===== config.mk =====
export PLATFORM = sky130hd
export DESIGN_NAME = enfa_datapath
export DESIGN_NICKNAME = d
export VERILOG_FILES = /design/src/epsilon_nfa_to_nfa_converter_assert.svh /design/src/enfa_pkg.sv /design/src/enfa_datapath.sv
export SDC_FILE = /design/constraint.sdc
export NUM_CORES = 2
export LEC_CHECK = 0
export ABC_CLOCK_PERIOD_IN_PS = 5700
export BUFFER_PORTS_ARGS = -buffer_cell sky130_fd_sc_hd__buf_2
export CORE_MARGIN = 10
export CORE_UTILIZATION = 35
export DETAILED_ROUTE_END_ITERATION = 12
export HOLD_SLACK_MARGIN = 0.15
export PLACE_DENSITY = 0.54
export REMOVE_ABC_BUFFERS = 1
export SLEW_MARGIN = 10
export SYNTH_ARGS = -nofsm -noshare
export SYNTH_HDL_FRONTEND = slang
export SYNTH_MEMORY_MAX_BITS = 65536
export SYNTH_SLANG_ARGS = --single-unit

===== constraint.sdc =====
create_clock -name i_clk -period 5.7 [get_ports i_clk]
set_input_delay 0.285 -clock i_clk [delete_from_list [all_inputs] [get_ports i_clk]]
set_output_delay 0.285 -clock i_clk [all_outputs]
set_load 0.01 [all_outputs]

===== src/epsilon_nfa_to_nfa_converter_assert.svh =====
// Assertion macros shared by the converter RTL.
`ifndef EPSILON_NFA_TO_NFA_CONVERTER_ASSERT_SVH
`define EPSILON_NFA_TO_NFA_CONVERTER_ASSERT_SVH

// Same-cycle implication, off while reset is asserted.
`define ENFA_ASSERT_IMPL(label, clk, rst_n, ante, cons, msg) \
    label: assert property (@(posedge clk) disable iff (!rst_n) (ante) |-> (cons)) \
        else $error(msg);

// Next-cycle implication, off while reset is asserted.
`define ENFA_ASSERT_NEXT(label, clk, rst_n, ante, cons, msg) \
    label: assert property (@(posedge clk) disable iff (!rst_n) (ante) |=> (cons)) \
        else $error(msg);

`endif


===== src/enfa_pkg.sv =====
// Shared types, codes and widths of the epsilon-NFA converter.
package enfa_pkg;

    localparam int CMD_W      = 2;
    localparam int STATE_W    = 4;
    localparam int SYM_W      = 3;
    localparam int SET_W      = 16;
    localparam int STATUS_W   = 2;
    localparam int NS_W       = 5;
    localparam int NT_W       = 4;
    localparam int CFG_IDX_W  = 1;
    localparam int CFG_DATA_W = 5;

    // Highest counts the fixed field widths can address.
    localparam int STATE_LIMIT = 1 << STATE_W;
    localparam int TERM_LIMIT  = 1 << SYM_W;

    localparam int MAX_STATES_DEF    = 16;
    localparam int MAX_TERMINALS_DEF = 8;

    localparam logic [NS_W-1:0] NUM_STATES_RST    = 5'd16;
    localparam logic [NT_W-1:0] NUM_TERMINALS_RST = 4'd2;

    typedef enum logic [CMD_W-1:0] {
        CMD_LOAD_SET   = 2'd0,
        CMD_LOAD_FINAL = 2'd1,
        CMD_CONVERT    = 2'd2,
        CMD_READ       = 2'd3
    } t_cmd;

    typedef enum logic [STATUS_W-1:0] {
        STAT_OK    = 2'd0,
        STAT_DONE  = 2'd1,
        STAT_RANGE = 2'd2
    } t_status;

    typedef enum logic [CFG_IDX_W-1:0] {
        CFG_NUM_STATES    = 1'b0,
        CFG_NUM_TERMINALS = 1'b1
    } t_cfg_idx;

    typedef enum logic [2:0] {
        S_IDLE,
        S_CLOSE,
        S_FINAL,
        S_CONV,
        S_DRAIN
    } t_state;

    // Commands from the controller to the datapath.
    typedef struct packed {
        logic               accept;
        logic               clo_step;
        logic               fin_upd;
        logic               conv_issue;
        logic               conv_last;
        logic [STATE_W-1:0] s_idx;
        logic [SYM_W-1:0]   t_idx;
        logic [STATE_W-1:0] k_idx;
    } t_dp_ctl;

endpackage


===== src/enfa_datapath.sv =====
// Datapath: automaton stores, closure rows, conversion accumulator and result register.
module enfa_datapath #(
    parameter int MAX_STATES    = enfa_pkg::MAX_STATES_DEF,
    parameter int MAX_TERMINALS = enfa_pkg::MAX_TERMINALS_DEF
) (
    input  logic                        i_clk,
    input  logic                        i_rst_n,
    input  enfa_pkg::t_dp_ctl           i_ctl,
    input  enfa_pkg::t_cmd              i_cmd,
    input  logic [enfa_pkg::STATE_W-1:0] i_state_index,
    input  logic [enfa_pkg::SYM_W-1:0]  i_symbol_index,
    input  logic                        i_is_epsilon,
    input  logic [enfa_pkg::SET_W-1:0]  i_target_set,
    input  logic                        i_final_flag,
    input  logic [enfa_pkg::NS_W-1:0]   i_ns,
    input  logic [enfa_pkg::NT_W-1:0]   i_nt,
    output logic [enfa_pkg::SET_W-1:0]  o_result_set,
    output logic                        o_result_final,
    output enfa_pkg::t_status           o_status
);
    import enfa_pkg::*;

    localparam int ST_DEPTH   = (MAX_STATES < STATE_LIMIT) ? MAX_STATES : STATE_LIMIT;
    localparam int TERM_DEPTH = (MAX_TERMINALS < TERM_LIMIT) ? MAX_TERMINALS : TERM_LIMIT;
    localparam int ST_AW      = $clog2(ST_DEPTH);
    localparam int TAW        = (TERM_DEPTH > 1) ? $clog2(TERM_DEPTH) : 1;
    localparam int ENT_DEPTH  = ST_DEPTH * (1 << TAW);
    localparam int ENT_AW     = ST_AW + TAW;

    // Stores
    logic [SET_W-1:0]    mem_sym [ENT_DEPTH];
    logic [ENT_DEPTH-1:0] r_sym_vld;
    logic [ST_DEPTH-1:0] mem_cvt [ENT_DEPTH];
    logic [ENT_DEPTH-1:0] r_cvt_vld;
    logic [SET_W-1:0]    r_eps [ST_DEPTH];
    logic [ST_DEPTH-1:0] r_clo [ST_DEPTH];
    logic [ST_DEPTH-1:0] r_fin;
    logic [ST_DEPTH-1:0] r_cfin;

    // Conversion pipeline
    logic                r_cv_vld;
    logic                r_cv_last;
    logic [ST_AW-1:0]    r_cv_s;
    logic [TAW-1:0]      r_cv_t;
    logic [ST_AW-1:0]    r_cv_k;
    logic [SET_W-1:0]    r_sym_q;
    logic                r_sym_vq;
    logic [ST_DEPTH-1:0] r_acc;

    // Result register
    t_status             r_status;
    logic                r_rd_good;
    logic [ST_DEPTH-1:0] r_cvt_q;
    logic                r_cvt_vq;
    logic                r_cfin_q;

    logic                st_ok, sym_ok;
    logic [ST_AW-1:0]    st_a;
    logic [ENT_AW-1:0]   in_addr, cv_raddr;
    logic                is_convert, wr_sym, wr_eps, wr_fin, rd_cvt;
    t_status             status_in;
    logic [ST_DEPTH-1:0] act;
    logic [ST_AW-1:0]    clo_sel;
    logic [ST_DEPTH-1:0] row_sel;
    logic [ST_DEPTH-1:0] row_next;
    logic [ST_DEPTH-1:0] tg;
    logic [ST_DEPTH-1:0] contrib;
    logic [ST_DEPTH-1:0] acc_next;

    assign st_ok    = NS_W'(i_state_index) < i_ns;
    assign sym_ok   = NT_W'(i_symbol_index) < i_nt;
    assign st_a     = i_state_index[ST_AW-1:0];
    assign in_addr  = {st_a, TAW'(i_symbol_index)};
    assign cv_raddr = {i_ctl.k_idx[ST_AW-1:0], TAW'(i_ctl.t_idx)};

    assign is_convert = i_ctl.accept && (i_cmd == CMD_CONVERT);
    assign wr_sym = i_ctl.accept && (i_cmd == CMD_LOAD_SET) && st_ok && !i_is_epsilon && sym_ok;
    assign wr_eps = i_ctl.accept && (i_cmd == CMD_LOAD_SET) && st_ok && i_is_epsilon;
    assign wr_fin = i_ctl.accept && (i_cmd == CMD_LOAD_FINAL) && st_ok;
    assign rd_cvt = i_ctl.accept && (i_cmd == CMD_READ) && st_ok && sym_ok;

    always_comb begin
        case (i_cmd)
            CMD_CONVERT:    status_in = STAT_DONE;
            CMD_LOAD_SET:   status_in = (!st_ok || (!i_is_epsilon && !sym_ok)) ? STAT_RANGE
                                                                              : STAT_OK;
            CMD_LOAD_FINAL: status_in = st_ok ? STAT_OK : STAT_RANGE;
            CMD_READ:       status_in = (st_ok && sym_ok) ? STAT_OK : STAT_RANGE;
            default:        status_in = STAT_OK;
        endcase
    end

    // States in use
    always_comb begin
        for (int i = 0; i < ST_DEPTH; i++) begin
            act[i] = NS_W'(i) < i_ns;
        end
    end

    // One closure row is read at a time: the row under update, or the source row
    // of the conversion entry in flight.
    assign clo_sel = i_ctl.clo_step ? i_ctl.s_idx[ST_AW-1:0] : r_cv_s;
    assign row_sel = r_clo[clo_sel];

    // Extend the row by one epsilon step.
    always_comb begin
        row_next = row_sel;
        for (int k = 0; k < ST_DEPTH; k++) begin
            if (row_sel[k]) begin
                row_next = row_next | (r_eps[k][ST_DEPTH-1:0] & act);
            end
        end
    end

    // Closures of the targets of one closure member.
    assign tg = (r_sym_vq ? r_sym_q[ST_DEPTH-1:0] : '0) & act;

    always_comb begin
        contrib = '0;
        for (int u = 0; u < ST_DEPTH; u++) begin
            if (tg[u]) begin
                contrib = contrib | r_clo[u];
            end
        end
        if (!row_sel[r_cv_k]) begin
            contrib = '0;
        end
    end

    assign acc_next = r_acc | contrib;

    // Memories
    always_ff @(posedge i_clk) begin
        if (wr_sym) begin
            mem_sym[in_addr] <= i_target_set;
        end
        if (i_ctl.conv_issue) begin
            r_sym_q <= mem_sym[cv_raddr];
        end
    end

    always_ff @(posedge i_clk) begin
        if (r_cv_vld && r_cv_last) begin
            mem_cvt[{r_cv_s, r_cv_t}] <= acc_next;
        end
        if (rd_cvt) begin
            r_cvt_q <= mem_cvt[in_addr];
        end
    end

    // Stores with a reset value, valid bits and control
    always_ff @(posedge i_clk) begin
        if (!i_rst_n) begin
            r_sym_vld <= '0;
            r_cvt_vld <= '0;
            r_fin     <= '0;
            r_cfin    <= '0;
            r_cv_vld  <= 1'b0;
            r_acc     <= '0;
            for (int i = 0; i < ST_DEPTH; i++) begin
                r_eps[i] <= '0;
                r_clo[i] <= '0;
            end
        end else begin
            r_cv_vld <= i_ctl.conv_issue;
            if (wr_sym) begin
                r_sym_vld[in_addr] <= 1'b1;
            end
            if (wr_eps) begin
                r_eps[st_a] <= i_target_set;
            end
            if (wr_fin) begin
                r_fin[st_a] <= i_final_flag;
            end
            if (is_convert) begin
                for (int i = 0; i < ST_DEPTH; i++) begin
                    r_clo[i] <= act[i] ? (ST_DEPTH'(1) << i) : '0;
                end
            end else if (i_ctl.clo_step) begin
                r_clo[clo_sel] <= row_next;
            end
            if (i_ctl.fin_upd) begin
                for (int i = 0; i < ST_DEPTH; i++) begin
                    r_cfin[i] <= act[i] && |(r_clo[i] & r_fin & act);
                end
            end
            if (is_convert) begin
                // entries the sweep does not reach read as empty afterwards
                r_cvt_vld <= '0;
            end else if (r_cv_vld && r_cv_last) begin
                r_cvt_vld[{r_cv_s, r_cv_t}] <= 1'b1;
            end
            if (r_cv_vld) begin
                if (r_cv_last) begin
                    r_acc <= '0;
                end else begin
                    r_acc <= acc_next;
                end
            end
        end
    end

    // Pipeline and result payload
    always_ff @(posedge i_clk) begin
        if (i_ctl.conv_issue) begin
            r_cv_last <= i_ctl.conv_last;
            r_cv_s    <= i_ctl.s_idx[ST_AW-1:0];
            r_cv_t    <= TAW'(i_ctl.t_idx);
            r_cv_k    <= i_ctl.k_idx[ST_AW-1:0];
            r_sym_vq  <= r_sym_vld[cv_raddr];
        end
        if (i_ctl.accept) begin
            r_status  <= status_in;
            r_rd_good <= rd_cvt;
        end
        if (rd_cvt) begin
            r_cvt_vq <= r_cvt_vld[in_addr];
            r_cfin_q <= r_cfin[st_a];
        end
    end

    assign o_result_set   = (r_rd_good && r_cvt_vq) ? SET_W'(r_cvt_q) : '0;
    assign o_result_final = r_rd_good && r_cfin_q;
    assign o_status       = r_status;

endmodule


Word-level counts from Yosys, hierarchy flattened
Memories as Yosys holds them, arrays and structs flattened. A register that Yosys moved wholly into a read port is not among the register bits.
Cells that the tools add are included.
{"block": "op_classes", "n_lt_le_gt_ge": 26, "eq_ne": 3, "mux": 109, "n_bitwise": 100, "reduce_logical": 59}
{"cell": "$mux W16", "count": 55}
{"cell": "$and A16 B16 Y16", "count": 49}
{"cell": "$or A16 B16 Y16", "count": 32}
{"cell": "$reduce_or A16 Y1", "count": 18}
{"cell": "$or A128 B128 Y128", "count": 2}
{"cell": "$lt A4 B5 Y1 const A", "count": 8}
{"cell": "$logic_and A1 B1 Y1", "count": 35}
{"cell": "$mux W1", "count": 25}
{"cell": "$lt A7 B8 Y1 const B", "count": 3}
{"cell": "$lt A3 B5 Y1 const A", "count": 4}
{"cell": "$bwmux W16", "count": 1}
{"cell": "$mux W4", "count": 4}
{"cell": "$or A1 B1 Y1", "count": 16}
{"cell": "$mux W15", "count": 1}
{"cell": "$bmux W1 S7", "count": 2}
{"cell": "$demux W1 S7", "count": 2}
{"cell": "$ge A7 B1 Y1 const B", "count": 2}
{"cell": "$mux W14", "count": 1}
{"cell": "$mux W13", "count": 1}
{"cell": "$mux W12", "count": 1}
{"cell": "$mux W11", "count": 1}
{"cell": "$lt A1 B5 Y1 const A", "count": 2}
{"cell": "$lt A2 B5 Y1 const A", "count": 2}
{"cell": "$lt A4 B5 Y1 const B", "count": 2}
{"cell": "other kinds (21)", "count": 28}
{"block": "word_totals", "register_bits": 323, "ram_bits": 4608, "output_inout_bits": 19, "n_memories": 4}
{"name": "mem_cvt", "words": 128, "word_bits": 16, "rd": 1, "rd_ports_with_merged_regs": 1, "wr": 1, "line": "enfa_datapath.sv:33", "rtl": "logic [ST_DEPTH-1:0] mem_cvt [ENT_DEPTH];"}
{"name": "mem_sym", "words": 128, "word_bits": 16, "rd": 1, "rd_ports_with_merged_regs": 1, "wr": 1, "line": "enfa_datapath.sv:31", "rtl": "logic [SET_W-1:0] mem_sym [ENT_DEPTH];"}
{"name": "r_clo", "words": 16, "word_bits": 16, "rd": 17, "rd_ports_with_merged_regs": 0, "wr": 16, "line": "enfa_datapath.sv:36", "rtl": "logic [ST_DEPTH-1:0] r_clo [ST_DEPTH];"}
{"name": "r_eps", "words": 16, "word_bits": 16, "rd": 16, "rd_ports_with_merged_regs": 0, "wr": 16, "line": "enfa_datapath.sv:35", "rtl": "logic [SET_W-1:0] r_eps [ST_DEPTH];"}

Longest topological paths before layout
{"block": "logic_depth", "depth_word": 36, "depth_mapped": 14, "ltp_nobuf": 9}

Worst setup path before layout
Ideal clock, no wire load.
{"block": "synth_path", "path_kind": "reg2reg", "from": "register r_cv_s[1]", "to": "memory mem_cvt[0][10] (netlist name) (data pin)", "t_arrival_ns": 4.392, "t_required_ns": 5.202, "setup_slack_ns": 0.810, "path_stages_with_launch": 12, "period_less_slack_ns": 4.890, "path_cell_list": "edfxtp_1 > buf_2 > nand3b_1 > clkbuf_1 > a21oi_1 > or2_2 > o31ai_1 > nor2_1 > mux4_2 > o211ai_2 > buf_2 > a21o_1"}
{"block": "synth_between", "elab_chain_cells": 6}
{"item": "start, declared", "line": "enfa_datapath.sv:43", "rtl": "logic [ST_AW-1:0] r_cv_s;"}
{"item": "start signal, assigned", "line": "enfa_datapath.sv:207", "rtl": "r_cv_s <= i_ctl.s_idx[ST_AW-1:0];"}
{"item": "$mux W4", "line": "enfa_datapath.sv:102", "rtl": "assign clo_sel = i_ctl.clo_step ? i_ctl.s_idx[ST_AW-1:0] : r_cv_s;"}
{"item": "$mem_v2 Z16 W16"}
{"item": "$bmux W1 S4", "line": "enfa_datapath.sv:125", "rtl": "if (!row_sel[r_cv_k]) begin"}
{"item": "$mux W1 (implied by the code)", "line": "enfa_datapath.sv:125"}
{"item": "$mux W16", "line": "enfa_datapath.sv:125"}
{"item": "$or A16 B16 Y16", "line": "enfa_datapath.sv:130", "rtl": "assign acc_next = r_acc | contrib;"}
{"item": "net acc_next[10]", "line": "enfa_datapath.sv:68", "rtl": "logic [ST_DEPTH-1:0] acc_next;"}
{"item": "end, declared", "line": "enfa_datapath.sv:33"}
The timed path passes the listed nets, and every way through them passes these cells. The select of a mux whose other input is x is not followed.

Final worst setup path
{"block": "layout_path", "from": "register r_cv_s[1]", "to": "memory mem_cvt[39][12] (netlist name) (data pin)"}
The elaborated chain is that of the path after synthesis.

==> run_summary.xml <==
<?xml version="1.0" encoding="UTF-8"?>
<metrics>
  <group name="floorplanning">
    <metric name="dieHeight" unit="um">759</metric>
    <metric name="initial_core_util" unit="">0.351</metric>
    <metric name="row_count" unit="">271</metric>
    <metric name="design.die.area" unit="mm2">0.576</metric>
    <metric name="core" unit="mm2">0.545</metric>
    <metric name="floorplan.io_pins" unit="">73</metric>
    <metric name="die_x" unit="um">759</metric>
  </group>
  <group name="sta">
    <metric name="report.final.setup_viol" unit="">0</metric>
    <metric name="finalWorstSetupSlack" unit="ps">693</metric>
    <metric name="fin_worst_skew" unit="ps">78.5</metric>
    <metric name="count_of_final_hold_check_violations" unit="">0</metric>
    <metric name="fin_hold_ws" unit="ps">233</metric>
    <metric name="max_slew_headroom_at_the_worst_pin" unit="">0.0696</metric>
    <metric name="worst-slew-pin-transition" unit="ps">1390</metric>
    <metric name="timing_max_transition_violations_final" unit="">0</metric>
    <metric name="timing.final.crit_share" unit="">0.878</metric>
    <metric name="post-route-min-period" unit="ps">5010</metric>
    <metric name="grt_setup_unrepaired" unit="">false</metric>
    <metric name="achievable-frequency" unit="GHz">0.200</metric>
    <metric name="setup-tns-final" unit="ps">0</metric>
  </group>
  <group name="logic_synthesis">
    <metric name="fraction_of_synthesis_flops_using_an_asynchronous_set_or_reset_pin" unit="">0</metric>
    <metric name="post_synth_and_or_nand_nor_area_fraction" unit="">0.0330</metric>
    <metric name="synth.top_cell.area_share" unit="">0.729</metric>
    <metric name="dominantRegCellSynth" unit="">sky130_fd_sc_hd__edfxtp_1</metric>
    <metric name="ys_ff_latch" unit="">4949</metric>
    <metric name="ys.warnings.count" unit="">0</metric>
    <metric name="dominant_combinational_cell_family_by_area_after_synthesis" unit="">compound AO/OA/AOI/OAI gates</metric>
    <metric name="synthDistinctLibCells" unit="">77</metric>
    <metric name="syn_area_per_cell" unit="um2">18.7</metric>
    <metric name="synthesis.area" unit="mm2">0.191</metric>
    <metric name="synth-edff-count" unit="">4644</metric>
    <metric name="synth_compound_gate_area_share" unit="">0.0980</metric>
    <metric name="synthTopCellsByArea" unit="">sky130_fd_sc_hd__edfxtp_1 (73%), sky130_fd_sc_hd__mux4_2 (8.9%), sky130_fd_sc_hd__a22oi_1 (3.9%)</metric>
    <metric name="yosys.area_share.adder" unit="">0.000327</metric>
    <metric name="yosys-mux-area-fraction" unit="">0.0913</metric>
    <metric name="synthCells" unit="">10200</metric>
    <metric name="yosys.area_share.xor_xnor" unit="">0</metric>
    <metric name="ys_seq_area_frac" unit="">0.761</metric>
    <metric name="cell_accounting_for_the_most_synthesized_area" unit="">sky130_fd_sc_hd__edfxtp_1</metric>
  </group>
  <group name="worst_setup_path">
    <metric name="worst-endpoint-required" unit="ps">6330</metric>
    <metric name="critPathKind" unit="">reg -&gt; reg</metric>
    <metric name="crit_path_arrival_time" unit="ps">5640</metric>
    <metric name="worst_setup_path_end_kind" unit="">register</metric>
    <metric name="crit_path_max_fanout" unit="">84</metric>
    <metric name="worst_path_largest_cell_delay" unit="ps">640</metric>
    <metric name="cell_by_cell_listing_of_the_critical_path" unit="">mux2_4 -&gt; mux4_2 -&gt; a22oi_1 -&gt; nand3_1 -&gt; mux4_2 -&gt; a22oi_2 -&gt; o211ai_4 -&gt; buf_12 -&gt; a21o_4 -&gt; buf_12</metric>
    <metric name="cpLargestDelayFamily" unit="">multiplexers</metric>
    <metric name="timing.critical_path.from_type" unit="">register</metric>
    <metric name="crit_slowest_cell" unit="">sky130_fd_sc_hd__edfxtp_1</metric>
    <metric name="critPathBufInv" unit="">2</metric>
  </group>
  <group name="final_layout">
    <metric name="fillers" unit="">48100</metric>
    <metric name="post_layout_instance_count_excluding_filler_cells" unit="">18500</metric>
    <metric name="final_core_utilization" unit="">0.409</metric>
    <metric name="syn_to_final_growth" unit="%">16.5</metric>
    <metric name="finalNetCount" unit="">10900</metric>
    <metric name="final_layout_size_suffix_gt1_frac" unit="">0.230</metric>
    <metric name="fin_area" unit="mm2">0.223</metric>
  </group>
  <group name="clock_tree">
    <metric name="cts_resized" unit="">0</metric>
    <metric name="clk_pin_slew" unit="ps">60</metric>
    <metric name="tritoncts" unit="">built</metric>
    <metric name="cts_inserted_buffers" unit="">538</metric>
    <metric name="clk_path_buf_depth" unit="">4</metric>
    <metric name="clk_latency" unit="ps">1060</metric>
    <metric name="cts_post_setup_buffers_inserted" unit="">0</metric>
    <metric name="cts_htree_levels" unit="">6</metric>
    <metric name="ctsRootBufferMaster" unit="">sky130_fd_sc_hd__clkbuf_16</metric>
    <metric name="clkSinkCount" unit="">4949</metric>
  </group>
  <group name="placed_design">
    <metric name="finalWeightedCongestion" unit="">0.940</metric>
    <metric name="preCtsSetupSlack" unit="ps">503</metric>
    <metric name="count_of_input_and_output_buffers" unit="">72</metric>
    <metric name="place.detailed.hpwl" unit="mm">412</metric>
    <metric name="detailed_place.area" unit="mm2">0.205</metric>
    <metric name="dpl.cell_count" unit="">17500</metric>
  </group>
  <group name="grt">
    <metric name="global_route.overflow_total" unit="">0</metric>
    <metric name="grtUsageTotal" unit="">0.219</metric>
    <metric name="grt_antenna_before_repair" unit="">58</metric>
    <metric name="grt_pass1_wl" unit="mm">903</metric>
    <metric name="number_of_global_route_vias_before_repair" unit="">108000</metric>
    <metric name="pin_count_of_the_biggest_net_entering_global_routing" unit="">144</metric>
  </group>
  <group name="detailed_routing">
    <metric name="dr_total_vias" unit="">110000</metric>
    <metric name="detail_route.wl_per_cell" unit="um">35.6</metric>
    <metric name="drc" unit="">0</metric>
    <metric name="firstDrtPassIters" unit="">10</metric>
    <metric name="drtIter0Drc" unit="">15800</metric>
    <metric name="routed_wl" unit="mm">659</metric>
    <metric name="viasPerCell" unit="">5.96</metric>
    <metric name="route.antenna.remaining_nets" unit="">0</metric>
  </group>
  <group name="run">
    <metric name="drv.max_cap_violation_count" unit="">0</metric>
  </group>
  <group name="pwr">
    <metric name="peakVddDrop" unit="uV">313</metric>
    <metric name="p_per_area" unit="mW/mm2">362</metric>
    <metric name="total_leakage_power" unit="nW">70.2</metric>
    <metric name="fin_total_pwr" unit="mW">80.7</metric>
  </group>
  <group name="outcome">
    <metric name="run_status" unit="">finished clean</metric>
  </group>
  <group name="min_path">
    <metric name="min_path_type" unit="">in -&gt; reg</metric>
  </group>
</metrics>
[state kept, by name, summed over array words and instances (netlist names)]
signal	cells
mem_cvt	2048
mem_sym	2048
o_status	2
r_acc	16
r_cfin	16
r_cfin_q	1
r_clo	256
r_cv_k	4
r_cv_last	1
r_cv_s	4
r_cv_t	3
r_cv_vld	1
r_cvt_q	16
r_cvt_vld	128
r_cvt_vq	1
r_eps	242
r_fin	16
r_rd_good	1
r_sym_q	16
r_sym_vld	128
r_sym_vq	1
[layout by cell type (no fill, tap or decap), types with 20 or more instances in the layout]
cell / Yosys / final
sky130_fd_sc_hd__and2_1: 262 / 261
sky130_fd_sc_hd__mux4_2: 758 / 758
sky130_fd_sc_hd__o41ai_1: 31 / 30
sky130_fd_sc_hd__diode_2: 0 / 32
sky130_fd_sc_hd__dfxtp_1: 305 / 305
sky130_fd_sc_hd__clkbuf_8: 0 / 33
sky130_fd_sc_hd__a22o_1: 124 / 124
sky130_fd_sc_hd__a31oi_1: 51 / 51
sky130_fd_sc_hd__nor2_1: 315 / 102
sky130_fd_sc_hd__o21a_1: 256 / 256
sky130_fd_sc_hd__nor2_4: 0 / 60
sky130_fd_sc_hd__o211ai_1: 34 / 34
sky130_fd_sc_hd__clkbuf_16: 0 / 553
sky130_fd_sc_hd__a222oi_1: 108 / 108
sky130_fd_sc_hd__bufinv_16: 0 / 20
sky130_fd_sc_hd__nor2_2: 0 / 153
sky130_fd_sc_hd__a21oi_1: 276 / 276
sky130_fd_sc_hd__nand4_1: 162 / 162
sky130_fd_sc_hd__clkinv_2: 0 / 71
sky130_fd_sc_hd__clkinv_1: 1 / 95
sky130_fd_sc_hd__a41oi_1: 100 / 98
sky130_fd_sc_hd__nor2b_1: 24 / 21
sky130_fd_sc_hd__buf_4: 9 / 596
sky130_fd_sc_hd__clkbuf_1: 571 / 137
sky130_fd_sc_hd__a21boi_0: 155 / 155
sky130_fd_sc_hd__nand2_1: 217 / 209
sky130_fd_sc_hd__a22oi_1: 988 / 988
sky130_fd_sc_hd__o21ai_0: 85 / 69
sky130_fd_sc_hd__inv_6: 0 / 20
sky130_fd_sc_hd__dlygate4sd3_1: 0 / 51
sky130_fd_sc_hd__a221oi_1: 149 / 149
sky130_fd_sc_hd__edfxtp_1: 4644 / 4644
sky130_fd_sc_hd__nand2b_1: 20 / 20
sky130_fd_sc_hd__nand3_1: 98 / 90
sky130_fd_sc_hd__buf_2: 31 / 48
sky130_fd_sc_hd__buf_12: 0 / 89
sky130_fd_sc_hd__and3_1: 46 / 45
[worst paths after layout]
path | from | end | slack [ps] | cells after the start
worst max register to register | r_cv_s[1]$_DFFE_PP_ | mem_cvt[39][12]$_DFFE_PP_ | 690 | 10
worst min-delay path | i_ctl[7] | r_cv_s[0]$_DFFE_PP_ | 230 | 2
worst min register to register | r_sym_vld[115]$_SDFFE_PN0P_ | r_sym_vld[115]$_SDFFE_PN0P_ | 460 | 1
worst max-delay path | r_cv_s[1]$_DFFE_PP_ | mem_cvt[39][12]$_DFFE_PP_ | 690 | 10
[cells by family (layout without fill, tap and decap cells)]
logic type                 count (synthesis)  count (layout)
AOI/OAI and AO/OA                       2479            2479
other                                      0              32
DFF                                     4949            4949
adders and majority gates                  5               5
muxes                                    792             792
and+or+nand+nor                         1228            1228
buffers and inverters                    781            1795
[synthesized netlist by cell type, types with 98 or more instances]
master and n:
sky130_fd_sc_hd__a21oi_1 276, sky130_fd_sc_hd__and2_1 262, sky130_fd_sc_hd__a22oi_1 988, sky130_fd_sc_hd__o21a_1 256, sky130_fd_sc_hd__dfxtp_1 305, sky130_fd_sc_hd__nand4_1 162, sky130_fd_sc_hd__edfxtp_1 4644, sky130_fd_sc_hd__a22o_1 124
sky130_fd_sc_hd__nand2_1 217, sky130_fd_sc_hd__a222oi_1 108, sky130_fd_sc_hd__a21boi_0 155, sky130_fd_sc_hd__nor2_1 315, sky130_fd_sc_hd__nand3_1 98, sky130_fd_sc_hd__a41oi_1 100, sky130_fd_sc_hd__a221oi_1 149, sky130_fd_sc_hd__buf_1 141
sky130_fd_sc_hd__mux4_2 758, sky130_fd_sc_hd__clkbuf_1 571
[layout make-up]
| class | instances | area [um2] | share of cell area |
|---|---|---|---|
| sequential | 4949 | 146000 | 0.654 |
| multi-input combinational | 4504 | 43700 | 0.196 |
| clock buffer | 723 | 14800 | 0.0665 |
| tap | 7234 | 9050 | 0.0406 |
| timing repair buffer | 795 | 7140 | 0.0321 |
| clock inverter | 258 | 2240 | 0.0100 |
| antenna | 32 | 80.1 | 0.000360 |
| inverter | 19 | 71.3 | 0.000320 |
[power breakdown]
| part | leakage [nW] | switching (mW) | internal (mW) |
|---|---|---|---|
| Combinational | 16.1 | 4.28 | 1.66 |
| Sequential | 45.7 | 0.259 | 40.7 |
| Clock | 8.31 | 14.6 | 19.3 |
[timing repair]
| item | CTS | global route |
|---|---|---|
| endpoints found under the hold margin | 1543 | 0 |
| hold buffers | 51 | 0 |
| endpoints found under the setup margin | 0 | 0 |
[per-layer routing]
layer	vias to the layer above	track usage	share of wire
li1	44200	-	-
met1	58900	0.301	0.40
met2	6200	0.345	0.46
met3	1114	0.0444	0.094
met4	16	0.0832	0.043
met5	-	0	0.00016
Power figures use the tool's default switching activity.
