$ cat config.mk
export PLATFORM = sky130hd
export DESIGN_NAME = enfa_ctrl
export DESIGN_NICKNAME = d
export VERILOG_FILES = /design/src/epsilon_nfa_to_nfa_converter_assert.svh /design/src/enfa_pkg.sv /design/src/enfa_ctrl.sv
export SDC_FILE = /design/constraint.sdc
export NUM_CORES = 1
export LEC_CHECK = 0
export ABC_CLOCK_PERIOD_IN_PS = 5220
export BUFFER_PORTS_ARGS = -buffer_cell sky130_fd_sc_hd__buf_2
export CORE_ASPECT_RATIO = 0.75
export CORE_MARGIN = 3
export CORE_UTILIZATION = 40
export CTS_CLUSTER_SIZE = 12
export DETAILED_ROUTE_END_ITERATION = 12
export PLACE_DENSITY = 0.7
export SLEW_MARGIN = 20
export SYNTH_ARGS = -nofsm -noshare
export SYNTH_HDL_FRONTEND = slang
export SYNTH_SLANG_ARGS = --single-unit
$ cat constraint.sdc
create_clock -name i_clk -period 5.22 [get_ports i_clk]
set_input_delay 0.522 -clock i_clk [delete_from_list [all_inputs] [get_ports i_clk]]
set_output_delay 0.522 -clock i_clk [all_outputs]
set_load 0.01 [all_outputs]
$ cat src/epsilon_nfa_to_nfa_converter_assert.svh
// Assertion macros shared by the converter RTL.
`ifndef EPSILON_NFA_TO_NFA_CONVERTER_ASSERT_SVH
`define EPSILON_NFA_TO_NFA_CONVERTER_ASSERT_SVH

// Same-cycle implication, off while reset is asserted.
`define ENFA_ASSERT_IMPL(label, clk, rst_n, ante, cons, msg) \
    label: assert property (@(posedge clk) disable iff (!rst_n) (ante) |-> (cons)) \
        else $error(msg);

// Next-cycle implication, off while reset is asserted.
`define ENFA_ASSERT_NEXT(label, clk, rst_n, ante, cons, msg) \
    label: assert property (@(posedge clk) disable iff (!rst_n) (ante) |=> (cons)) \
        else $error(msg);

`endif

$ cat src/enfa_pkg.sv
// Shared types, codes and widths of the epsilon-NFA converter.
package enfa_pkg;

    localparam int CMD_W      = 2;
    localparam int STATE_W    = 4;
    localparam int SYM_W      = 3;
    localparam int SET_W      = 16;
    localparam int STATUS_W   = 2;
    localparam int NS_W       = 5;
    localparam int NT_W       = 4;
    localparam int CFG_IDX_W  = 1;
    localparam int CFG_DATA_W = 5;

    // Highest counts the fixed field widths can address.
    localparam int STATE_LIMIT = 1 << STATE_W;
    localparam int TERM_LIMIT  = 1 << SYM_W;

    localparam int MAX_STATES_DEF    = 16;
    localparam int MAX_TERMINALS_DEF = 8;

    localparam logic [NS_W-1:0] NUM_STATES_RST    = 5'd16;
    localparam logic [NT_W-1:0] NUM_TERMINALS_RST = 4'd2;

    typedef enum logic [CMD_W-1:0] {
        CMD_LOAD_SET   = 2'd0,
        CMD_LOAD_FINAL = 2'd1,
        CMD_CONVERT    = 2'd2,
        CMD_READ       = 2'd3
    } t_cmd;

    typedef enum logic [STATUS_W-1:0] {
        STAT_OK    = 2'd0,
        STAT_DONE  = 2'd1,
        STAT_RANGE = 2'd2
    } t_status;

    typedef enum logic [CFG_IDX_W-1:0] {
        CFG_NUM_STATES    = 1'b0,
        CFG_NUM_TERMINALS = 1'b1
    } t_cfg_idx;

    typedef enum logic [2:0] {
        S_IDLE,
        S_CLOSE,
        S_FINAL,
        S_CONV,
        S_DRAIN
    } t_state;

    // Commands from the controller to the datapath.
    typedef struct packed {
        logic               accept;
        logic               clo_step;
        logic               fin_upd;
        logic               conv_issue;
        logic               conv_last;
        logic [STATE_W-1:0] s_idx;
        logic [SYM_W-1:0]   t_idx;
        logic [STATE_W-1:0] k_idx;
    } t_dp_ctl;

endpackage

$ cat src/enfa_ctrl.sv
// Controller state machine: handshakes and the closure and conversion sweeps.
module enfa_ctrl (
    input  logic                     i_clk,
    input  logic                     i_rst_n,
    input  logic                     i_in_valid,
    input  enfa_pkg::t_cmd           i_in_cmd,
    input  logic                     i_out_ready,
    input  logic [enfa_pkg::NS_W-1:0] i_ns,
    input  logic [enfa_pkg::NT_W-1:0] i_nt,
    output logic                     o_in_ready,
    output logic                     o_out_valid,
    output enfa_pkg::t_dp_ctl        o_ctl
);
    import enfa_pkg::*;

    t_state             r_state, n_state;
    logic               r_out_valid, n_out_valid;
    logic [STATE_W-1:0] r_s, n_s;
    logic [STATE_W-1:0] r_k, n_k;
    logic [STATE_W-1:0] r_p, n_p;
    logic [SYM_W-1:0]   r_t, n_t;
    logic               accept;
    logic               s_last, k_last, p_last, t_last;

    assign s_last = (NS_W'(r_s) + NS_W'(1)) == i_ns;
    assign k_last = (NS_W'(r_k) + NS_W'(1)) == i_ns;
    assign p_last = (NS_W'(r_p) + NS_W'(1)) == i_ns;
    assign t_last = (NT_W'(r_t) + NT_W'(1)) == i_nt;

    always_ff @(posedge i_clk) begin
        if (!i_rst_n) begin
            r_state     <= S_IDLE;
            r_out_valid <= 1'b0;
            r_s         <= '0;
            r_k         <= '0;
            r_p         <= '0;
            r_t         <= '0;
        end else begin
            r_state     <= n_state;
            r_out_valid <= n_out_valid;
            r_s         <= n_s;
            r_k         <= n_k;
            r_p         <= n_p;
            r_t         <= n_t;
        end
    end

    always_comb begin
        n_state      = r_state;
        n_s          = r_s;
        n_k          = r_k;
        n_p          = r_p;
        n_t          = r_t;
        n_out_valid  = r_out_valid && !i_out_ready;
        o_in_ready   = 1'b0;
        accept       = 1'b0;
        o_ctl        = '0;
        o_ctl.s_idx  = r_s;
        o_ctl.t_idx  = r_t;
        o_ctl.k_idx  = r_k;

        case (r_state)
            S_IDLE: begin
                o_in_ready   = !r_out_valid || i_out_ready;
                accept       = o_in_ready && i_in_valid;
                o_ctl.accept = accept;
                if (accept) begin
                    if (i_in_cmd == CMD_CONVERT) begin
                        n_state = S_CLOSE;
                        n_s     = '0;
                        n_k     = '0;
                        n_p     = '0;
                        n_t     = '0;
                    end else begin
                        n_out_valid = 1'b1;
                    end
                end
            end
            S_CLOSE: begin
                o_ctl.clo_step = 1'b1;
                if (p_last) begin
                    n_p = '0;
                    if (s_last) begin
                        n_s     = '0;
                        n_state = S_FINAL;
                    end else begin
                        n_s = r_s + STATE_W'(1);
                    end
                end else begin
                    n_p = r_p + STATE_W'(1);
                end
            end
            S_FINAL: begin
                o_ctl.fin_upd = 1'b1;
                n_state       = S_CONV;
            end
            S_CONV: begin
                o_ctl.conv_issue = 1'b1;
                o_ctl.conv_last  = k_last;
                if (k_last) begin
                    n_k = '0;
                    if (t_last) begin
                        n_t = '0;
                        if (s_last) begin
                            n_s     = '0;
                            n_state = S_DRAIN;
                        end else begin
                            n_s = r_s + STATE_W'(1);
                        end
                    end else begin
                        n_t = r_t + SYM_W'(1);
                    end
                end else begin
                    n_k = r_k + STATE_W'(1);
                end
            end
            S_DRAIN: begin
                // last converted entry is written at this edge; post the finish
                n_out_valid = 1'b1;
                n_state     = S_IDLE;
            end
            default: begin
                n_state = S_IDLE;
            end
        endcase
    end

    assign o_out_valid = r_out_valid;

endmodule

# Word level (Yosys, flattened, before mapping)
# Index checks and enable logic that the tools add are counted.
dict set report op_classes {
  reduce_logical 14
  eq_ne 16
  addsub 8
  muxes 32
}
# cell count
set ops {}
lappend ops {{3-bit 2-to-1 mux} 11}
lappend ops {{4-bit 2-to-1 mux} 8}
lappend ops {{4-bit case mux with 2 select lines} 2}
lappend ops {{4-bit by 1-bit adder with 5-bit output, second input constant} 3}
lappend ops {{5-bit equality test} 3}
lappend ops {{2-bit inequality test, second input constant} 7}
lappend ops {{4-bit by 1-bit adder with 4-bit output, second input constant} 3}
lappend ops {{3-bit case mux with 4 select lines} 1}
lappend ops {{4-bit case mux with 3 select lines} 1}
lappend ops {{7-bit AND reduction} 1}
lappend ops {{3-bit by 2-bit equality test with 1-bit output, second input constant} 2}
lappend ops {{1-bit 2-to-1 mux} 6}
lappend ops {{3-bit case mux with 2 select lines} 1}
lappend ops {{3-bit AND reduction} 2}
lappend ops {{6-bit AND reduction} 1}
lappend ops {{3-bit by 1-bit adder with 4-bit output, second input constant} 1}
lappend ops {{4-bit equality test} 1}
lappend ops {{4-bit AND reduction} 1}
lappend ops {{2-bit nonzero test} 2}
lappend ops {{3-bit by 1-bit adder with 3-bit output, second input constant} 1}
lappend ops {{3-bit by 1-bit equality test with 1-bit output, second input constant} 1}
lappend ops {{3-bit equality test, second input constant} 1}
lappend ops {{3-bit logical NOT} 1}
lappend ops {{3-bit nonzero test} 1}
lappend ops {{other kinds (6)} 8}
dict set report word_totals {
  regBits 19
  input_bits 15
  elab_cells 76
}

# Depth between registers and ports, before layout
# Gate-level depths: netlist (run 1).
dict set report depth {
  depth_word 6
  ltp_mapped 8
  depth_no_buf 7
}

# Worst setup path before layout (run 1)
# OpenSTA, ideal clock, no wires.
dict set report synth_timing {
  kind {register to register}
  from {register r_t[0]}
  to {register r_s[0]}
  synth_period_minus_slack_ns 2.226
  path_stages_with_launch 7
  path_slack_ns 2.994
  setup_ns 0.070
  arrival_ns 2.156
  path_buffers 0
  cell_sequence {dfxtp_1 > ha_1 > xor2_1 > o41ai_4 > o211ai_4 > or4_1 > a21oi_1}
}
dict set report synth_between {
  elab_chain_len 4
}
# element line_no
set synth_rtl {}
lappend synth_rtl {{start: declaration} enfa_ctrl.sv:21} ;# logic [SYM_W-1:0] r_t, n_t;
lappend synth_rtl {{start signal: assignment} enfa_ctrl.sv:44} ;# r_t <= n_t;
lappend synth_rtl {{3-bit by 1-bit adder with 4-bit output} enfa_ctrl.sv:28} ;# assign t_last = (NT_W'(r_t) + NT_W'(1)) == i_nt;
lappend synth_rtl {{4-bit equality test} enfa_ctrl.sv:28}
lappend synth_rtl {{2-bit inequality test (no source line)} --}
lappend synth_rtl {{6-bit AND reduction (no source line)} --}
lappend synth_rtl {{end signal: assignment} enfa_ctrl.sv:41} ;# r_s <= n_s;
lappend synth_rtl {{end: declaration} enfa_ctrl.sv:18} ;# logic [STATE_W-1:0] r_s, n_s;
# No other way between the ends.
# A chain may end at the register's enable or synchronous reset.

==> summary.txt, run 1 <==
Outcome
  • Outcome: completed

Critical path
  • Reg-to-reg startpoint: r_t[0]
  • Crit Path Category: flop to output port
  • Reg2reg setup slack: around 2.8 ns
  • Crit. End Element: output port
  • Crit path to: o_ctl[11]
  • Setup crit start kind: flop
  • Worst Path Max Fanout: 6
  • R2r endpoint: r_s[0]
  • FF-to-FF path depth: 7
  • Critical Path Start: r_k[0]
  • Critical Path AT: 1.96 ns
  • Data required time of the worst path: 4.70 ns

CTS
  • Clock tree buffer depth: 2
  • TritonCTS clock tree: yes
  • # clock sinks: 19
  • Worst-Skew Late Latency: around 0.26 ns
  • CTS Buf Count: 3
  • Post-CTS Setup Inserts: 0
  • Clk slew on worst S/H paths: 0.07 ns
  • Post-cts resize count: 0
  • H-tree levels: 1
  • Root Driver: clkbuf_8
  • Cts hold-fix bufs: 0

Power
  • Power density cells: 190 nW/µm²
  • Max IR drop VDD: approximately 0.13 mV
  • Static Leakage: 0.665 nW
  • Tot Pwr: around 0.00032 W

Route
  • Final ANT Viol Nets: 0
  • Routed Wire Length: between 3000 and 4000 µm
  • Via count: about 1,400
  • Wire per inst: about 13 µm
  • DR pass1 iterations: 4
  • DRC violations left: 0
  • Initial DRC count: between 100 and 150
  • Vias per std cell: roughly 5.4

Finish
  • Fin area: ~1700 µm²
  • FF/Latch Area: roughly 380 µm²
  • Area of the multi-input gates: 1020 µm²
  • Fraction of layout cells with a size suffix above 1: a little under a quarter
  • Nets@finish: about 220
  • Syn-to-layout area delta: 15.3%
  • Number of diodes: 0
  • # fillers: approximately 320
  • Finished Core Util: 49.8%

Floorplanning
  • Die area: approximately 4400 µm²
  • Die height: between 50 and 60 µm
  • IO Pins: 33
  • Starting Density: 43.2%
  • Core ar.: between 3000 and 4000 µm²
  • Chip width: around 76 µm
  • # rows: 18

Global routing
  • Initial antenna violation count: 0
  • Maximum number of pins on one net before global-route repair: 17
  • First-pass GRT wire length: 5980 µm
  • GRT overflow: 0
  • Total global-route track usage: about 16%
  • Vias in the first global route: about 1,300

Timing
  • Final Max Slew Viols: 0
  • Fin crit period: ~2.5 ns
  • Final worst-path cycle share: 47.5%
  • Hold slack: around 0.53 ns
  • Worst clock skew: roughly 0.0034 ns
  • Worst slew margin: 62.9%
  • Worst slew pin tran: between 0.5 and 0.6 ns
  • # setup viols final: 0
  • RSZ-0062 raised after global routing: false
  • Hold Fails Final Rpt: 0
  • Achievable frequency: roughly 400 MHz
  • Setup TNS: 0 ns

Synthesis
  • Syn nets: roughly 190
  • Synth area leader: dfxtp_1
  • Top-area cell type share of the netlist area: between 20% and 30%
  • Top post-synthesis cells by area: dfxtp_1 (26%), xnor2_1 (9.0%), a21oi_1 (4.4%)
  • Asr flop ratio synth: 0%
  • Syn Inst Count: ~170
  • Syn Area/Cell: about 8.5 µm²
  • Seq cells post-synth: 19
  • Yosys warns: 0
  • Yosys cell types: 53
  • Post-Syn Area: 1470 µm²
  • Sequential fraction of the synthesis area: between 20% and 30%
  • Post-synth EDFFs: 0
  • Ys flop type: dfxtp_1

Placed design
  • Dpl cell area: about 1600 µm²
  • Detailed Place HPWL: 2640 µm
  • Final Wtd Congestion: about 0.91
  • Port buffer count: 32

Hold path
  • Min-Delay Path Depth: 2
  • Worst hold path class: flop to flop

Flow run
  • Max-Cap Viols: 0
[cells in the mapped netlist, types with 2 or more instances]
| master | n |
|---|---|
| nor2b_1 | 3 |
| nor3_1 | 9 |
| ha_1 | 4 |
| nand3b_1 | 2 |
| o21a_1 | 2 |
| clkbuf_8 | 2 |
| nand3_1 | 5 |
| a32o_1 | 2 |
| a22oi_1 | 2 |
| nand2b_1 | 5 |
| dfxtp_1 | 19 |
| xor2_1 | 6 |
| inv_1 | 5 |
| or4_1 | 4 |
| a211oi_1 | 2 |
| nor3b_1 | 5 |
| o21ai_0 | 10 |
| xnor2_1 | 15 |
| a211o_1 | 2 |
| and3_1 | 4 |
| a21oi_1 | 13 |
| nand2_1 | 7 |
| nor2_1 | 15 |
[sequential cells by signal, summed over array words and instances, names as in the netlist]
signal / cells
o_out_valid: 1
r_k: 4
r_p: 4
r_s: 4
r_state: 3
r_t: 3
[where the power goes]
| part | internal, W | total [W] | switching (W) |
|---|---|---|---|
| registers | 0.000147 | 0.000151 | 0.00000399 |
| logic | 0.0000279 | 0.0000642 | 0.0000363 |
| clock network | 0.0000532 | 0.000106 | 0.0000529 |
[critical path: stages, from the launching register on]
cell and delay [ns]:
dfxtp_1 0.44, ha_1 0.29, xor2_1 0.15, a211oi_1 0.28
o311ai_0 0.24, nor2_1 0.15, buf_2 0.15
[cell usage in the layout, fill, tap and decap left out, types with 3 or more instances in the layout]
cell type | netlist | layout
a21oi_1 | 13 | 13
and3_1 | 4 | 4
buf_2 | 1 | 32
clkbuf_8 | 2 | 3
dfxtp_1 | 19 | 19
ha_1 | 4 | 4
inv_1 | 5 | 5
nand2_1 | 7 | 7
nand2b_1 | 5 | 5
nand3_1 | 5 | 5
nor2_1 | 15 | 15
nor2b_1 | 3 | 3
nor3_1 | 9 | 9
nor3b_1 | 5 | 5
o21ai_0 | 10 | 10
or4_1 | 4 | 4
xnor2_1 | 15 | 15
xor2_1 | 6 | 6
[worst min path at each step]
stage	start	end	slack, ns
3_3_place_gp	r_t[1]	r_t[1]	0.50
6_report	r_t[1]	r_t[1]	0.53
4_1_cts	i_rst_n	r_p[3]	0.54
5_1_grt	i_rst_n	r_p[3]	0.55
3_5_place_dp	r_s[1]	r_s[1]	0.53
2_1_floorplan	r_p[1]	r_p[1]	0.51
[routing by layer]
metal | part of all wire, % | global-route usage, % | up-vias
met3 | 6.7 | 5.05 | 2
met2 | 40 | 23.7 | 43
met5 | 0 | 0 | -
met4 | 0.50 | 4.65 | 0
met1 | 53 | 23.7 | 622
li1 | - | - | 706
[stage by stage]
stage	std cells	worst slack, ns
after floorplan	173	2.99
after global placement	250	2.87
after detailed placement	250	2.84
after CTS	254	2.73
after global routing	254	2.58
final	254	2.74
[kinds of logic (layout without fill, tap and decap cells)]
group / after synthesis / in the layout / synth area share [%]
AND/OR/NAND/NOR: 70 / 70 / 27.9
AO/OA/AOI/OAI: 47 / 47 / 24.2
XOR/XNOR: 22 / 22 / 13.6
flip-flops: 19 / 19 / 25.9
buffers and inverters: 10 / 41 / 4.26
adder cells (fa/ha/maj): 4 / 4 / 3.41
multiplexers: 1 / 1 / 0.682
[layout make-up]
type | count | area share, %
Multi-Input combinational cell | 144 | 60.5
Sequential cell | 19 | 22.5
Timing Repair Buffer | 32 | 9.46
Tap cell | 50 | 3.70
Clock buffer | 3 | 2.44
Inverter | 5 | 1.11
Clock inverter | 1 | 0.296
No activity file was read; power rests on OpenSTA's default activity.
==> inputs of run 2 (changes only) <==
--- a/config.mk
+++ b/config.mk
@@ -5,14 +5,14 @@
 export SDC_FILE = /design/constraint.sdc
 export NUM_CORES = 1
 export LEC_CHECK = 0
-export ABC_CLOCK_PERIOD_IN_PS = 5220
+export ABC_CLOCK_PERIOD_IN_PS = 2200
 export BUFFER_PORTS_ARGS = -buffer_cell sky130_fd_sc_hd__buf_2
 export CORE_ASPECT_RATIO = 0.75
 export CORE_MARGIN = 3
 export CORE_UTILIZATION = 40
 export CTS_CLUSTER_SIZE = 12
 export DETAILED_ROUTE_END_ITERATION = 12
-export PLACE_DENSITY = 0.7
+export PLACE_DENSITY = 0.72
 export SLEW_MARGIN = 20
 export SYNTH_ARGS = -nofsm -noshare
 export SYNTH_HDL_FRONTEND = slang
==> constraint.sdc (replaced) <==
create_clock -name i_clk -period 2.2 [get_ports i_clk]
set_input_delay 0.22 -clock i_clk [delete_from_list [all_inputs] [get_ports i_clk]]
set_output_delay 0.22 -clock i_clk [all_outputs]
set_load 0.01 [all_outputs]
==> run 2 against run 1 <==
  * First-iteration DRC count fell by 34%
  * Wire length rose by 14%
  * Design area rose by 11%
  * Combinational power rose to 2.9 times the previous value
  * Via count rose by 6.8%
  * Sequential power rose by 130%
  * Hold slack got worse by 0.27 ns
  * Global-route usage rose by 0.89 points
  * Clock power rose by 140%
  * Cell count rose by 5.5%
  * Register-to-register slack got worse by 2.8 ns
  * Sequential share of layout area fell by 2.0 points
  * Critical path type is now flop to flop
  * Largest cell class unchanged
==> summary.txt, run 2 (synthesis gave the netlist of run 1 again) <==
Outcome
  • Outcome: completed

Placed design
  • Dpl cell area: between 1500 and 2000 µm²
  • Port buffer count: 32
  • Detailed Place HPWL: 2890 µm
  • Placed cells: 263
  • Final Wtd Congestion: around 0.8

Finish
  • Nets@finish: approximately 240
  • Most common cell after layout, fill and taps aside: buf_2
  • Final std cells w/o fill: between 200 and 300
  • Largest regs: r_k: 4 flops, r_p: 4 flops, r_s: 4 flops
  • Number of diodes: 0
  • Fraction of layout cells with a size suffix above 1: about a third
  • Syn-to-layout area delta: 28.6%
  • Most frequent cells in the layout: buf_2 (32), dfxtp_1 (16), xnor2_1 (14), nor2_1 (14), buf_4 (14)
  • # fillers: 334
  • Fin area: around 1900 µm²

Critical path
  • Reg-to-reg startpoint: r_s[1]
  • FF-to-FF path depth: 7
  • Critical Path AT: approximately 2.3 ns
  • Setup crit start kind: flop
  • Crit Path Category: flop to flop
  • Data required time of the worst path: roughly 2.4 ns
  • Crit. End Element: flop
  • Reg2reg setup slack: between 0.05 and 0.06 ns
  • Worst Path Max Fanout: 4
  • R2r endpoint: r_s[3]

Power
  • NetSw: ~0.00024 W
  • Max IR drop VDD: about 0.26 mV
  • Sw Ratio: 29.8%
  • Clk pwr share: about 32%
  • Power density cells: 421 nW/µm²
  • Sequential Power Share: 44.6%
  • Power Internal: around 0.00056 W
  • Static Leakage: approximately 0.74 nW
  • Comb power frac: 23.1%

Route
  • Routed Wire Length: around 4000 µm
  • Vias per std cell: roughly 5.5
  • DR pass1 iterations: 4
  • Wire per inst: 14.5 µm
  • Via count: between 1,000 and 1,500
  • Final ANT Viol Nets: 0
  • Initial DRC count: between 80 and 90
  • DRC violations left: 0

CTS
  • Cts hold-fix bufs: 0
  • Clk slew on worst S/H paths: 0.08 ns
  • H-tree levels: 1
  • Worst-Skew Late Latency: 0.26 ns
  • Root Driver: clkbuf_8
  • Clock tree buffer depth: 2
  • TritonCTS clock tree: yes
  • CTS Buf Count: 3
  • # clock sinks: 19

Timing
  • Fin crit period: 2.14 ns
  • Worst clock skew: roughly 0.0028 ns
  • Setup TNS: 0 ns
  • Final worst-path cycle share: 97.3%
  • Worst slew pin tran: around 0.61 ns
  • Worst slew margin: between 50% and 60%
  • Hold slack: around 0.25 ns
  • Hold Fails Final Rpt: 0
  • Achievable frequency: approximately 470 MHz
  • # setup viols final: 0
  • Final Max Slew Viols: 0

Global routing
  • Gr busiest metal: met2
  • M2 GR Usage: roughly 28%
  • Met1 usage: a little under a quarter
  • Vias in the first global route: 1,319
  • First-pass GRT wire length: roughly 6300 µm
  • Total global-route track usage: approximately 17%
  • Maximum number of pins on one net before global-route repair: 17
  • GRT overflow: 0
  • GR Util met3: 5.20%
  • Initial antenna violation count: 0

Floorplanning
  • IO Pins: 33
  • # rows: 18
  • Die height: 58.5 µm
  • Starting Density: 43.2%
  • Die area: 4440 µm²
  • Chip width: around 76 µm
  • Core ar.: roughly 3400 µm²

Hold path
  • Hold Path End: r_p[3]
  • Hold_sp: i_rst_n
  • Min-Delay Path Depth: 2
  • Worst hold path class: input pin to flop

Flow run
  • Max-Cap Viols: 0
-- run 2: critical path, stage by stage, from the launching register on --
cell,delay (ns)
dfxtp_2,0.34
ha_1,0.30
xor2_1,0.15
a211o_1,0.28
a211oi_2,0.27
nor2_2,0.11
a211o_2,0.34
a32o_1,0.25
-- run 2: how the worst max path moves through the flow --
stage / from / endpoint / slack (ns) / depth (start not counted)
2_1_floorplan: r_k[0] / r_t[2] / 0.005 / 7
3_3_place_gp: r_k[0] / r_s[0] / 0.006 / 7
3_5_place_dp: r_k[0] / r_t[2] / -0.04 / 7
4_1_cts: r_p[1] / r_state[1] / -0.0005 / 7
5_1_grt: r_p[0] / r_s[0] / -0.006 / 7
6_report: r_s[1] / r_s[3] / 0.06 / 7
-- run 2: stage by stage --
stage                     utilization, %  worst slack [ns]  power (W)
final                               55.5            0.0593   0.000794
after floorplan                        -           0.00515   0.000474
after CTS                           53.0         -0.000479   0.000779
after global placement              51.4           0.00560   0.000528
after detailed placement            51.4           -0.0364   0.000530
after global routing                55.5          -0.00613   0.000825
-- run 2: final cells by class --
class                      count  area (µm²)  area share [%]
inverter                       5        18.8           0.995
multi-input combinational    144        1110            58.8
sequential                    19         387            20.5
clock buffer                   4        45.0            2.39
tap                           50        62.6            3.32
timing repair buffer          46         265            14.1
-- run 2: power by group through the flow --
stage | Combinational, W | Clock [W] | Sequential (W)
2_1_floorplan | 0.000111 | 0 | 0.000363
3_3_place_gp | 0.000166 | 0 | 0.000362
3_5_place_dp | 0.000168 | 0 | 0.000362
4_1_cts | 0.000171 | 0.000255 | 0.000354
5_1_grt | 0.000200 | 0.000270 | 0.000355
6_report | 0.000183 | 0.000257 | 0.000354
-- run 2: what timing repair did --
item / 4_1_cts / 5_1_grt
setup buffers: 0 / 1
gates resized for setup: 3 / 12
pin swaps: 2 / 6
endpoints found under the setup margin: 6 / 12
-- run 2: layer usage --
metal / vias up / share of wire [%]
li1: 735 / -
met1: 701 / 48
met2: 27 / 47
met3: 4 / 4.6
met4: 0 / 0.59
met5: - / 0
==> inputs of run 3 (changes only) <==
--- a/config.mk
+++ b/config.mk
@@ -7,12 +7,14 @@
 export LEC_CHECK = 0
 export ABC_CLOCK_PERIOD_IN_PS = 2200
 export BUFFER_PORTS_ARGS = -buffer_cell sky130_fd_sc_hd__buf_2
+export CELL_PAD_IN_SITES_DETAIL_PLACEMENT = 0
+export CELL_PAD_IN_SITES_GLOBAL_PLACEMENT = 1
 export CORE_ASPECT_RATIO = 0.75
 export CORE_MARGIN = 3
-export CORE_UTILIZATION = 40
+export CORE_UTILIZATION = 36
 export CTS_CLUSTER_SIZE = 12
 export DETAILED_ROUTE_END_ITERATION = 12
-export PLACE_DENSITY = 0.72
+export PLACE_DENSITY = 0.84
 export SLEW_MARGIN = 20
 export SYNTH_ARGS = -nofsm -noshare
 export SYNTH_HDL_FRONTEND = slang
==> run 3 against run 2 <==
  * Hold slack gained 0.0089 ns
  * Combinational power is essentially flat
  * Worst setup slack gained 0.0059 ns
  * Core utilization shrank 5.8 points
  * Sequential power is essentially flat
  * Critical path type unchanged
  * Wire length shrank 4.2%
  * Clock power shrank 2%
  * Cell count grew 2.2%
  * Critical endpoint is now r_t[2]
  * Global-route usage shrank 2.2 points
  * Largest cell class unchanged
==> summary.txt, run 3 (synthesis gave the netlist of run 1 again) <==
Route
  • Vias per std cell: 5.22
  • Via count: roughly 1,400
  • Final ANT Viol Nets: 0
  • Initial DRC count: 62
  • Routed Wire Length: 3720 µm
  • Wire per inst: around 14 µm
  • DR pass1 iterations: 4
  • DRC violations left: 0

Critical path
  • Critical Path AT: roughly 2.3 ns
  • Buffers and inverters on the worst path: 0
  • Worst Path Max Fanout: 8
  • Crit-path slowest cell: or4_1
  • Reg2reg setup slack: around 0.065 ns
  • Setup crit start kind: flop
  • Critical Path Start: r_k[0]
  • R2r endpoint: r_t[2]
  • Crit. End Element: flop
  • Delay-heaviest family, CP: compound AO/OA/AOI/OAI gates
  • Reg-to-reg startpoint: r_k[0]
  • Max stage delay on crit path: 0.52 ns
  • Stages on worst setup path: 7
  • Data required time of the worst path: approximately 2.4 ns
  • Crit Path Category: flop to flop
  • Crit-path cells: ha_1 -> xor2_1 -> a211oi_2 -> o311a_4 -> nor2_2 -> or4_1 -> a21oi_1
  • FF-to-FF path depth: 7
  • Crit path to: r_t[2]

CTS
  • TritonCTS clock tree: yes
  • CTS Buf Count: 3
  • Worst-Skew Late Latency: about 0.26 ns
  • H-tree levels: 1
  • Clock tree buffer depth: 2
  • Cts hold-fix bufs: 0
  • Clk slew on worst S/H paths: approximately 0.080 ns
  • Root Driver: clkbuf_8
  • # clock sinks: 19

Hold path
  • Worst hold path class: input pin to flop

Outcome
  • Outcome: completed

Flow run
  • Max-Cap Viols: 0

Power
  • Max IR drop VDD: slightly above 0.4 mV
  • Static Leakage: ~0.76 nW
  • Tot Pwr: approximately 0.00079 W
  • Power density cells: 419 nW/µm²

Floorplanning
  • Starting Density: slightly below 40%
  • Chip width: around 80 µm
  • Core ar.: about 3800 µm²
  • IO Pins: 33
  • Die area: 4890 µm²
  • Die height: between 60 and 70 µm
  • # rows: 19

Placed design
  • Port buffer count: 32
  • Dpl cell area: 1770 µm²
  • Detailed Place HPWL: 2840 µm
  • Final Wtd Congestion: 0.834

Finish
  • Most frequent cells in the layout: buf_2 (32), buf_4 (18), dfxtp_1 (16)
  • Fin area: approximately 1900 µm²
  • Number of diodes: 0
  • Nets@finish: approximately 240
  • Syn-to-layout area delta: 28.0%
  • Fraction of layout cells with a size suffix above 1: roughly a third
  • Most common cell after layout, fill and taps aside: buf_2
  • Largest regs: r_k: 4 flops, r_p: 4 flops, r_s: 4 flops

Timing
  • Final worst-path cycle share: approximately 97%
  • Hold Fails Final Rpt: 0
  • Achievable frequency: approximately 470 MHz
  • Final Max Slew Viols: 0
  • Worst clock skew: around 0.0047 ns
  • # setup viols final: 0
  • Worst slew pin tran: 0.551 ns
  • Fin crit period: between 2 and 2.5 ns
  • Worst slew margin: between 60 and 70%

Global routing
  • Initial antenna violation count: 0
  • First-pass GRT wire length: 5870 µm
  • Total global-route track usage: 15.1%
  • Maximum number of pins on one net before global-route repair: 17
  • GRT overflow: 0
  • Vias in the first global route: 1,235
## run 3: cell count changes in the layout (fill, tap and decap cells not counted), sizes merged
cell,previous run,this run
buf,46,50
## run 3: worst min path at each step
stage,to,depth (start not counted),slack (ns),start
after floorplan,r_p[3],1,0.34,i_rst_n
after global placement,r_t[1],2,0.50,r_t[1]
after detailed placement,r_t[1],2,0.52,r_t[1]
after CTS,r_p[3],2,0.25,i_rst_n
after global routing,r_p[3],2,0.26,i_rst_n
final,r_p[3],2,0.26,i_rst_n
## run 3: repair_timing
action	4_1_cts	5_1_grt
endpoints found under the setup margin	3	8
gates resized for setup	1	8
hold endpoints to repair	0	0
setup buffers	0	2
pin swaps	0	4
## run 3: area by class of cell
cell class / count / area [µm²]
clock buffer: 4 / 45.0
fill: 377 / 1900
inverter: 5 / 18.8
multi-input combinational: 144 / 1070
sequential: 19 / 384
tap: 52 / 65.1
timing repair buffer: 50 / 295
## run 3: metrics by stage
step / setup WS (ns) / hold WS [ns] / TNS, ns / instances / util [%]
6_report: 0.0652 / 0.262 / 0 / 274 / 49.7
3_5_place_dp: -0.0388 / 0.519 / -0.0521 / 268 / 46.9
3_3_place_gp: -0.0635 / 0.504 / -0.114 / 268 / 46.9
2_1_floorplan: 0.00515 / 0.338 / 0 / 173 / -
4_1_cts: 0.0111 / 0.253 / 0 / 272 / 48.2
5_1_grt: -0.0704 / 0.260 / -0.253 / 274 / 49.7
## run 3: routing by layer
layer / up-vias / global-route usage, % / routed length [µm]
met3: 2 / 3.80 / 203
met2: 34 / 22.7 / 1530
li1: 739 / - / -
met5: - / 0 / 0
met1: 656 / 22.5 / 1980
met4: 0 / 1.47 / 6
## run 3: power breakdown
group	internal (W)	leakage (nW)	total (W)	switching, W
clock	0.000129	0.0228	0.000253	0.000124
combinational	0.0000803	0.578	0.000180	0.0000994
sequential	0.000350	0.155	0.000355	0.00000533
